<file path="src/hw/rtl/lmfs_pkg.sv">
// shared types, opcodes and digit font for the led matrix frame store
// depends on nothing; imported by every module of the block
package lmfs_pkg;

  // default and largest store depth in columns
  localparam int unsigned DefColumns = 32;
  localparam int unsigned MaxColumns = 64;

  // command address width: covers the largest store plus glyph overhang
  localparam int unsigned ADDR_W = 7;

  // command opcodes
  typedef enum logic [1:0] {
    OP_CLEAR = 2'd0,
    OP_PIXEL = 2'd1,
    OP_DIGIT = 2'd2,
    OP_SEND  = 2'd3
  } lmfs_op_e;

  // largest digit the font holds
  localparam logic [3:0] MaxDigit = 4'd9;

  // input request
  typedef struct packed {
    logic [1:0] opcode;
    logic [4:0] column;
    logic [2:0] row;
    logic       pixel_on;
    logic [3:0] digit;
  } lmfs_in_t;

  // output request
  typedef struct packed {
    logic [7:0] data_byte;
    logic [4:0] out_index;
    logic       last;
  } lmfs_out_t;

  // commands from the controller to the datapath
  typedef struct packed {
    logic              latch;      // capture row, pixel_on and digit
    logic              clear_all;  // drop every column to zero
    logic              rd_en;      // read one column
    logic              rd_tile;    // read goes into the tile buffer
    logic [ADDR_W-1:0] rd_addr;
    logic              wr_pix;     // write back read column with one bit changed
    logic              wr_glyph;   // write one glyph column
    logic [1:0]        glyph_idx;
    logic [ADDR_W-1:0] wr_addr;
    logic              emit;       // load the output register
    logic [2:0]        bit_sel;    // tile bit row to send
    logic [4:0]        index;
    logic              last;
  } lmfs_cmd_t;

  // 3x5 digit font, one column at a time, bit 0 is the top row
  function automatic logic [4:0] lmfs_glyph(input logic [3:0] d, input logic [1:0] c);
    logic [14:0] cols;  // {col2, col1, col0}
    logic [4:0]  res;
    case (d)
      4'd0:    cols = {5'b11111, 5'b10001, 5'b11111};
      4'd1:    cols = {5'b10000, 5'b11111, 5'b10010};
      4'd2:    cols = {5'b10111, 5'b10101, 5'b11101};
      4'd3:    cols = {5'b11111, 5'b10101, 5'b10001};
      4'd4:    cols = {5'b11110, 5'b00100, 5'b00111};
      4'd5:    cols = {5'b11101, 5'b10101, 5'b10111};
      4'd6:    cols = {5'b11101, 5'b10101, 5'b11111};
      4'd7:    cols = {5'b11111, 5'b00001, 5'b00001};
      4'd8:    cols = {5'b11111, 5'b10101, 5'b11111};
      4'd9:    cols = {5'b11111, 5'b10101, 5'b10111};
      default: cols = '0;
    endcase
    case (c)
      2'd0:    res = cols[4:0];
      2'd1:    res = cols[9:5];
      2'd2:    res = cols[14:10];
      default: res = '0;
    endcase
    return res;
  endfunction

endpackage

</file>
<file path="src/hw/rtl/lmfs_datapath.sv">
// frame store memory with per-column valid bits, tile buffer and output register
// depends on lmfs_pkg; driven by lmfs_ctrl through lmfs_cmd_t
module lmfs_datapath import lmfs_pkg::*; #(
  parameter int unsigned COLUMNS = DefColumns
) (
  input  logic      clk_i,
  input  logic      rst_ni,
  input  lmfs_in_t  in_data_i,
  input  lmfs_cmd_t cmd_i,
  input  logic      out_ready_i,
  output logic      out_free_o,
  output logic      out_valid_o,
  output lmfs_out_t out_data_o
);

  localparam int unsigned AW = $clog2(COLUMNS);

  logic [7:0]       mem_q [COLUMNS];
  logic [COLUMNS-1:0] valid_q;
  logic [7:0]       rd_data_q;
  logic             rd_ok_q;
  logic             tile_pend_q;
  logic [2:0]       tile_idx_q;
  logic [7:0]       tile_q [8];
  logic [2:0]       row_q;
  logic             pixel_on_q;
  logic [3:0]       digit_q;
  logic             out_valid_q;
  lmfs_out_t        out_q;

  logic [7:0]       rd_val;
  logic [7:0]       pix_mask;
  logic [7:0]       pix_data;
  logic [7:0]       glyph_data;
  logic [7:0]       xpose;
  logic [AW-1:0]    rd_idx;
  logic [AW-1:0]    wr_idx;

  assign rd_idx = cmd_i.rd_addr[AW-1:0];
  assign wr_idx = cmd_i.wr_addr[AW-1:0];

  // column read value, unwritten or out-of-range columns are zero
  assign rd_val     = rd_ok_q ? rd_data_q : 8'h00;
  assign pix_mask   = 8'h01 << row_q;
  assign pix_data   = pixel_on_q ? (rd_val | pix_mask) : (rd_val & ~pix_mask);
  assign glyph_data = 8'(lmfs_glyph(digit_q, cmd_i.glyph_idx)) << row_q;

  // transpose: bit j is the selected row bit of tile column j
  always_comb begin
    for (int j = 0; j < 8; j++) begin
      xpose[j] = tile_q[j][cmd_i.bit_sel];
    end
  end

  // request field capture
  always_ff @(posedge clk_i) begin
    if (cmd_i.latch) begin
      row_q      <= in_data_i.row;
      pixel_on_q <= in_data_i.pixel_on;
      digit_q    <= in_data_i.digit;
    end
  end

  // memory write port
  always_ff @(posedge clk_i) begin
    if (cmd_i.wr_pix) begin
      mem_q[wr_idx] <= pix_data;
    end else if (cmd_i.wr_glyph) begin
      mem_q[wr_idx] <= glyph_data;
    end
  end

  // memory read port, registered
  always_ff @(posedge clk_i) begin
    if (cmd_i.rd_en) begin
      rd_data_q <= mem_q[rd_idx];
    end
  end

  // valid bits and read qualifiers
  always_ff @(posedge clk_i or negedge rst_ni) begin
    if (!rst_ni) begin
      valid_q     <= '0;
      rd_ok_q     <= 1'b0;
      tile_pend_q <= 1'b0;
      tile_idx_q  <= '0;
    end else begin
      if (cmd_i.clear_all) begin
        valid_q <= '0;
      end else if (cmd_i.wr_pix || cmd_i.wr_glyph) begin
        valid_q[wr_idx] <= 1'b1;
      end
      if (cmd_i.rd_en) begin
        rd_ok_q <= (cmd_i.rd_addr < ADDR_W'(COLUMNS)) && valid_q[rd_idx];
      end
      tile_pend_q <= cmd_i.rd_en && cmd_i.rd_tile;
      tile_idx_q  <= cmd_i.rd_addr[2:0];
    end
  end

  // tile buffer fill
  always_ff @(posedge clk_i) begin
    if (tile_pend_q) begin
      tile_q[tile_idx_q] <= rd_val;
    end
  end

  // output register
  assign out_free_o = !out_valid_q || out_ready_i;

  always_ff @(posedge clk_i or negedge rst_ni) begin
    if (!rst_ni) begin
      out_valid_q <= 1'b0;
    end else if (cmd_i.emit) begin
      out_valid_q <= 1'b1;
    end else if (out_ready_i) begin
      out_valid_q <= 1'b0;
    end
  end

  always_ff @(posedge clk_i) begin
    if (cmd_i.emit) begin
      out_q.data_byte <= xpose;
      out_q.out_index <= cmd_i.index;
      out_q.last      <= cmd_i.last;
    end
  end

  assign out_valid_o = out_valid_q;
  assign out_data_o  = out_q;

  // a pixel write always follows its own column read
  a_pix_after_read: assert property (@(posedge clk_i) disable iff (!rst_ni)
    cmd_i.wr_pix |-> $past(cmd_i.rd_en) && !$past(cmd_i.rd_tile))
    else $error("pixel write without preceding read");

  // tile capture only lands after a tile read
  a_tile_after_read: assert property (@(posedge clk_i) disable iff (!rst_ni)
    tile_pend_q |-> $past(cmd_i.rd_tile))
    else $error("tile capture without tile read");

  // emit never overwrites a byte the receiver has not taken
  a_emit_free: assert property (@(posedge clk_i) disable iff (!rst_ni)
    cmd_i.emit |-> out_free_o)
    else $error("output register overwritten");

endmodule

</file>
<file path="src/hw/rtl/lmfs_ctrl.sv">
// command sequencer for the led matrix frame store
// depends on lmfs_pkg; drives lmfs_datapath through lmfs_cmd_t
module lmfs_ctrl import lmfs_pkg::*; #(
  parameter int unsigned COLUMNS = DefColumns
) (
  input  logic      clk_i,
  input  logic      rst_ni,
  input  logic      in_valid_i,
  output logic      in_ready_o,
  input  lmfs_in_t  in_data_i,
  input  logic      out_free_i,
  output lmfs_cmd_t cmd_o
);

  localparam int unsigned IW = $clog2(COLUMNS);

  typedef enum logic [5:0] {
    ST_IDLE  = 6'b000001,
    ST_PIX   = 6'b000010,
    ST_GLYPH = 6'b000100,
    ST_LOAD  = 6'b001000,
    ST_LWAIT = 6'b010000,
    ST_EMIT  = 6'b100000
  } lmfs_state_e;

  lmfs_state_e       state_q, state_d;
  logic [ADDR_W-1:0] col_q, col_d;
  logic [2:0]        k_q, k_d;
  logic [IW-1:0]     i_q, i_d;

  logic              accept;
  logic [ADDR_W-1:0] in_col;
  logic [ADDR_W-1:0] glyph_addr;
  logic              last_byte;

  assign in_ready_o = (state_q == ST_IDLE);
  assign accept     = in_valid_i && in_ready_o;
  assign in_col     = ADDR_W'(in_data_i.column);
  assign glyph_addr = col_q + ADDR_W'(k_q);
  assign last_byte  = (i_q == IW'(COLUMNS - 1));

  // next state and command decode
  always_comb begin
    state_d = state_q;
    col_d   = col_q;
    k_d     = k_q;
    i_d     = i_q;
    cmd_o   = '0;
    cmd_o.bit_sel = i_q[2:0];
    cmd_o.index   = 5'(i_q);
    cmd_o.last    = last_byte;
    // tile base column plus column within the tile
    cmd_o.rd_addr = (ADDR_W'(i_q) & ~ADDR_W'(7)) | ADDR_W'(k_q);
    cmd_o.wr_addr = col_q;
    unique case (state_q)
      ST_IDLE: begin
        cmd_o.latch = accept;
        if (accept) begin
          unique case (lmfs_op_e'(in_data_i.opcode))
            OP_CLEAR: cmd_o.clear_all = 1'b1;
            OP_PIXEL: begin
              if (in_col < ADDR_W'(COLUMNS)) begin
                cmd_o.rd_en   = 1'b1;
                cmd_o.rd_addr = in_col;
                col_d         = in_col;
                state_d       = ST_PIX;
              end
            end
            OP_DIGIT: begin
              if (in_data_i.digit <= MaxDigit) begin
                col_d   = in_col;
                k_d     = '0;
                state_d = ST_GLYPH;
              end
            end
            OP_SEND: begin
              k_d     = '0;
              i_d     = '0;
              state_d = ST_LOAD;
            end
            default: ;
          endcase
        end
      end
      // read-modify-write of one column
      ST_PIX: begin
        cmd_o.wr_pix = 1'b1;
        state_d      = ST_IDLE;
      end
      // three glyph columns, dropped past the edge
      ST_GLYPH: begin
        cmd_o.wr_glyph  = (glyph_addr < ADDR_W'(COLUMNS));
        cmd_o.wr_addr   = glyph_addr;
        cmd_o.glyph_idx = k_q[1:0];
        k_d             = k_q + 3'd1;
        if (k_q == 3'd2) begin
          state_d = ST_IDLE;
        end
      end
      // read the eight columns of the current tile
      ST_LOAD: begin
        cmd_o.rd_en   = 1'b1;
        cmd_o.rd_tile = 1'b1;
        k_d           = k_q + 3'd1;
        if (k_q == 3'd7) begin
          state_d = ST_LWAIT;
        end
      end
      // last tile column lands
      ST_LWAIT: state_d = ST_EMIT;
      // send the tile one row byte at a time
      ST_EMIT: begin
        if (out_free_i) begin
          cmd_o.emit = 1'b1;
          i_d        = i_q + IW'(1);
          if (last_byte) begin
            i_d     = '0;
            state_d = ST_IDLE;
          end else if (i_q[2:0] == 3'd7) begin
            k_d     = '0;
            state_d = ST_LOAD;
          end
        end
      end
      default: state_d = ST_IDLE;
    endcase
  end

  // state and counters
  always_ff @(posedge clk_i or negedge rst_ni) begin
    if (!rst_ni) begin
      state_q <= ST_IDLE;
      col_q   <= '0;
      k_q     <= '0;
      i_q     <= '0;
    end else begin
      state_q <= state_d;
      col_q   <= col_d;
      k_q     <= k_d;
      i_q     <= i_d;
    end
  end

  // glyph writes never leave the store
  a_glyph_in_range: assert property (@(posedge clk_i) disable iff (!rst_ni)
    cmd_o.wr_glyph |-> cmd_o.wr_addr < ADDR_W'(COLUMNS))
    else $error("glyph write out of range");

  // final byte of a send returns to idle
  a_last_to_idle: assert property (@(posedge clk_i) disable iff (!rst_ni)
    cmd_o.emit && cmd_o.last |=> state_q == ST_IDLE)
    else $error("send did not end after last byte");

  // last flag only on the final index
  a_last_index: assert property (@(posedge clk_i) disable iff (!rst_ni)
    cmd_o.emit && cmd_o.last |-> cmd_o.index == 5'(COLUMNS - 1))
    else $error("last flag on wrong index");

endmodule

</file>
<file path="src/hw/rtl/led_matrix_frame_store_transpose.sv">
// LED matrix frame store with 8x8 tile transpose on send
// Requests enter on in_valid_i/in_ready_o as lmfs_in_t; sent bytes leave on
// out_valid_o/out_ready_i as lmfs_out_t.
// Opcodes: clear zeroes every column, set pixel changes one bit, print digit
// writes a 3x5 font glyph over three columns shifted down by row, send emits
// COLUMNS bytes, each group of eight columns transposed as an 8x8 tile.
// Steps per request, counted from acceptance to the next ready:
//   clear is done on acceptance; set pixel reads the column, then writes it
//   back; print digit writes one glyph column per cycle through the single
//   write port; send, per tile: eight reads fill the tile buffer, a wait
//   state lets the last read land, then the eight bytes are emitted.
// Within a tile the bytes leave one per cycle while out_ready_i stays high.
// A stall on out_ready_i holds the output register and freezes the send; the
// last byte may still wait while the next request is accepted.
// Reset clears the per-column valid bits at once, so the store reads as zero
// right away; there is no clearing pass.
module led_matrix_frame_store_transpose import lmfs_pkg::*; #(
  parameter int unsigned COLUMNS = DefColumns
) (
  input  logic      clk_i,
  input  logic      rst_ni,
  input  logic      in_valid_i,
  output logic      in_ready_o,
  input  lmfs_in_t  in_data_i,
  output logic      out_valid_o,
  input  logic      out_ready_i,
  output lmfs_out_t out_data_o
);

  lmfs_cmd_t cmd;
  logic      out_free;

  // sequencer
  lmfs_ctrl #(
    .COLUMNS (COLUMNS)
  ) u_ctrl (
    .clk_i      (clk_i),
    .rst_ni     (rst_ni),
    .in_valid_i (in_valid_i),
    .in_ready_o (in_ready_o),
    .in_data_i  (in_data_i),
    .out_free_i (out_free),
    .cmd_o      (cmd)
  );

  // store, tile buffer and output register
  lmfs_datapath #(
    .COLUMNS (COLUMNS)
  ) u_datapath (
    .clk_i       (clk_i),
    .rst_ni      (rst_ni),
    .in_data_i   (in_data_i),
    .cmd_i       (cmd),
    .out_ready_i (out_ready_i),
    .out_free_o  (out_free),
    .out_valid_o (out_valid_o),
    .out_data_o  (out_data_o)
  );

endmodule
</file>
<file path="config.mk">
export PLATFORM = sky130hd
export DESIGN_NAME = led_matrix_frame_store_transpose
export DESIGN_NICKNAME = d
export VERILOG_FILES = /design/src/hw/rtl/lmfs_pkg.sv /design/src/hw/rtl/lmfs_datapath.sv /design/src/hw/rtl/lmfs_ctrl.sv /design/src/hw/rtl/led_matrix_frame_store_transpose.sv
export SDC_FILE = /design/constraint.sdc
export NUM_CORES = 1
export LEC_CHECK = 0
export ABC_AREA = 1
export ABC_CLOCK_PERIOD_IN_PS = 9050
export BUFFER_PORTS_ARGS = -buffer_cell sky130_fd_sc_hd__buf_4
export CAP_MARGIN = 20
export CORE_ASPECT_RATIO = 0.8
export CORE_UTILIZATION = 60
export CTS_BUF_LIST = sky130_fd_sc_hd__clkbuf_4 sky130_fd_sc_hd__clkbuf_8
export DETAILED_ROUTE_END_ITERATION = 12
export GPL_ROUTABILITY_DRIVEN = 1
export PLACE_DENSITY = 0.81
export SYNTH_ARGS = -nofsm -noshare
export SYNTH_HDL_FRONTEND = slang
export SYNTH_SLANG_ARGS = --single-unit
</file>
<file path="constraint.sdc">
create_clock -name clk_i -period 9.05 [get_ports clk_i]
set_clock_uncertainty 0.1 [all_clocks]
set_input_delay 1.81 -clock clk_i [delete_from_list [all_inputs] [get_ports clk_i]]
set_output_delay 1.81 -clock clk_i [all_outputs]
set_load 0.02 [all_outputs]
</file>
==> out/qor.yml <==
status:
  status: "finished clean"
sta:
  max_freq_mhz: 211.8
  fin_tns_setup_ns: 0
  rsz0062_at_grt: "no"
  relSlewSlack_pct: 35.40
  slew_viol_final: 0
  post-route-period-util_pct: 52.17
  fin_crit_ns: 4.721
  tightest_slew_ns: 0.9679
  setup_viol: 0
  hold_viol_final: 0
  timing.final.ws_setup_ns: 4.329
drt:
  drt_pass1_iterations: 5
  first_iter_violations: 1868
  num_vias: 12840
  drtAntennaViolNets: 0
  viasPerCell: 5.815
  routed_wl_mm: 42.84
  wl_per_cell_um: 19.40
  drc_errors: 0
synth:
  synth.most_common_cell: "nand2_1"
  synth_edf_count: 350
  synth-simple-area-share_pct: 16.97
  synth_top_family_by_area: "simple AND/OR/NAND/NOR gates"
  yosys-top-cells-area: "edfxtp_1 58%, nand2_1 7.7%, dfrtp_1 7.7%, o21ai_0 4.4%, nor2_1 3.8%"
  synthFlopType: "edfxtp_1"
  synthAdderAreaFrac_pct: 1.279
  synth_compound_area_share_pct: 8.723
  synth-seq-cells: 419
  synth.distinct_cells: 51
  yosysSeqAreaShare_pct: 66.95
  synth_common_cells: "374 x nand2_1, 350 x edfxtp_1, 186 x nor2_1"
  synth_area_leader_cell: "edfxtp_1"
  ys.warnings.count: 0
  ys_async_sr_fraction_pct: 13.60
  synth-xor-area-share_pct: 0.1926
  synth_top_area_share_pct: 57.78
  synthesis.nets: 1749
  syn_inst: 1712
  synthMuxAreaShare_pct: 0.1789
  syn_area_um2: 18190
  avgSynthCellArea_um2: 10.62
critical_path:
  end_kind: "flop"
  cp.required_ns: 9.43
  arrival_ns: 5.10
  path_max_fanout: 73
  cp_common_cell: "nand2_1"
  critPathSlowestCell: "inv_2"
  cp_cell_sequence: "buf_4 > inv_1 > ha_1 > nor2_1 > a21oi_1 > nand2_1 > nand2_4 > inv_2 > buf_4 > o21ai_0 > inv_1 > o21ai_0 > nand3_1 > nand3_1 > nand2_1 > nand2_1 > nand2_1"
  path_class: "primary input to flop"
  start_kind: "primary input"
  cpPeakStageDelay_ns: 0.65
worst_hold_path:
  min_path_type: "flop to flop"
global_routing:
  antenna_found_initial: 1
  grt_pass1_wl_mm: 67.61
  grt_overflow_total: 0
  grt_max_degree: 87
  grt_pass1_vias: 12270
  grt_usage_pct: 28.70
clock_tree:
  clkSinkCount: 419
  root_buffer: "clkbuf_8"
  h-tree-depth: 2
  cts_buffers: 60
  clkLatencyLatePin_ns: 0.62
  clkTransAtPathRegs_ns: 0.07
  cts_setup_buffers: 0
  ctsHoldBuffers: 0
  cts_tree: "done"
  cts_resized: 0
  clockBufferDepth: 3
floorplan:
  initial_core_util_pct: 61.51
  die_w_um: 196.7
  dieArea_um2: 31020
  coreArea_um2: 29570
  std_cell_rows: 56
  die_h_um: 157.7
  ios: 35
finish:
  multi_input_area_um2: 4989
  final_nets: 1789
  fillers: 2147
  syn_to_final_growth_pct: 9.514
  n_antenna_cell: 0
  drive_above_1_share_pct: 11.10
  seqCellArea_um2: 12180
place:
  place_congestion: 0.8986
  port_buffers: 34
  dp.final_hpwl_mm: 26.10
  pre_cts_slack_ns: 3.785
power_and_ir_drop:
  p_total_w: 0.006489
  ir_drop_v: 0.0002032
  power_density_nw_per_um2: 325.8
  leakagePower_nw: 8.011
flow_run:
  maxCapViolCount: 0
[where the power goes]
| part | internal [W] | switching [W] | total [W] |
|---|---|---|---|
| Sequential | 0.00253 | 0.000116 | 0.00264 |
| Clock | 0.000767 | 0.000698 | 0.00146 |
| Combinational | 0.000626 | 0.00175 | 0.00238 |
[per-layer routing]
metal	routed length, um	GRT usage (%)
met5	0	0
met2	20110	44.77
met4	1036	10.30
met3	4529	5.603
met1	17170	40.67
[stage by stage]
stage,cells,utilization (%),hold slack [ns],cell area [um^2]
2_1_floorplan,1712,-,0.3487,18190
3_3_place_gp,2095,63.32,0.3774,18720
3_5_place_dp,2096,63.37,0.3872,18740
4_1_cts,2208,67.37,0.4028,19920
5_1_grt,2208,67.37,0.4155,19920
6_report,2208,67.37,0.4008,19920
[layout by cell type (no fill, tap or decap), types with 3 or more instances in the layout]
cell type,Yosys,layout
a21oi_1,27,26
a31oi_1,12,12
buf_4,9,48
clkbuf_4,0,30
clkbuf_8,0,63
clkinv_1,4,12
clkinv_2,0,9
dfrtp_1,56,56
dfxtp_1,12,12
edfxtp_1,350,350
ha_1,17,17
inv_1,168,168
inv_2,11,11
nand2_1,374,374
nand2_4,2,3
nand3_1,133,133
nor2_1,186,185
nor2_2,7,8
nor2_4,4,4
nor3_1,4,4
o211ai_1,27,27
o21ai_0,159,158
o21ai_1,37,37
o21ai_2,3,4
o22ai_1,11,11
o31ai_1,3,3
or2_2,3,3
xor2_1,3,3
[state kept, by name, indices dropped and copies added (netlist names), 3 cells and up, named ones only]
signal and cells:
u_datapath.mem_q 256, u_datapath.tile_q 64, u_datapath.valid_q 32, u_datapath.out_data_o 14, u_datapath.rd_data_q 8, u_ctrl.state_q 6, u_ctrl.col_q 5, u_ctrl.i_q 5
u_datapath.digit_q 4, u_ctrl.k_q 3, u_datapath.row_q 3, u_datapath.tile_idx_q 3
[final timing paths]
| kind | startpoint | to | slack, ns | cells after the start |
|---|---|---|---|---|
| max | in_data_i[14] | u_datapath.rd_data_q[0] | 4.33 | 17 |
| min | u_ctrl.i_q[4] | u_datapath.out_data_o[5] | 0.40 | 0 |
| max reg2reg | u_ctrl.state_q[0] | u_datapath.rd_data_q[0] | 4.93 | 16 |
| min reg2reg | u_ctrl.i_q[4] | u_datapath.out_data_o[5] | 0.40 | 0 |
| max in group asynchronous | rst_ni | u_datapath.valid_q[8] | 7.10 | 1 |
| min in group asynchronous | rst_ni | u_ctrl.state_q[1] | 1.17 | 1 |
[final cells by class]
cell class	count	share of cell area (%)
multi-input combinational	1039	25.04
timing repair buffer	49	1.884
sequential	419	61.14
clock inverter	19	0.4523
tap	406	2.550
clock buffer	93	5.484
inverter	183	3.448
[cell families after synthesis]
family	Yosys count
flip-flops	419
multiplexers	3
AO/OA/AOI/OAI	286
XOR/XNOR	4
buffers and inverters	254
adder cells (fa/ha/maj)	18
AND/OR/NAND/NOR	728
[worst max-delay path: cells and delay by family]
| kind | cells | cell delay (ns) |
|---|---|---|
| AOI/OAI and AO/OA | 3 | 0.33 |
| buffers and inverters | 5 | 1.41 |
| adders and majority gates | 1 | 0.23 |
| and+or+nand+nor | 8 | 1.27 |
No activity file was read; power rests on OpenSTA's default activity.
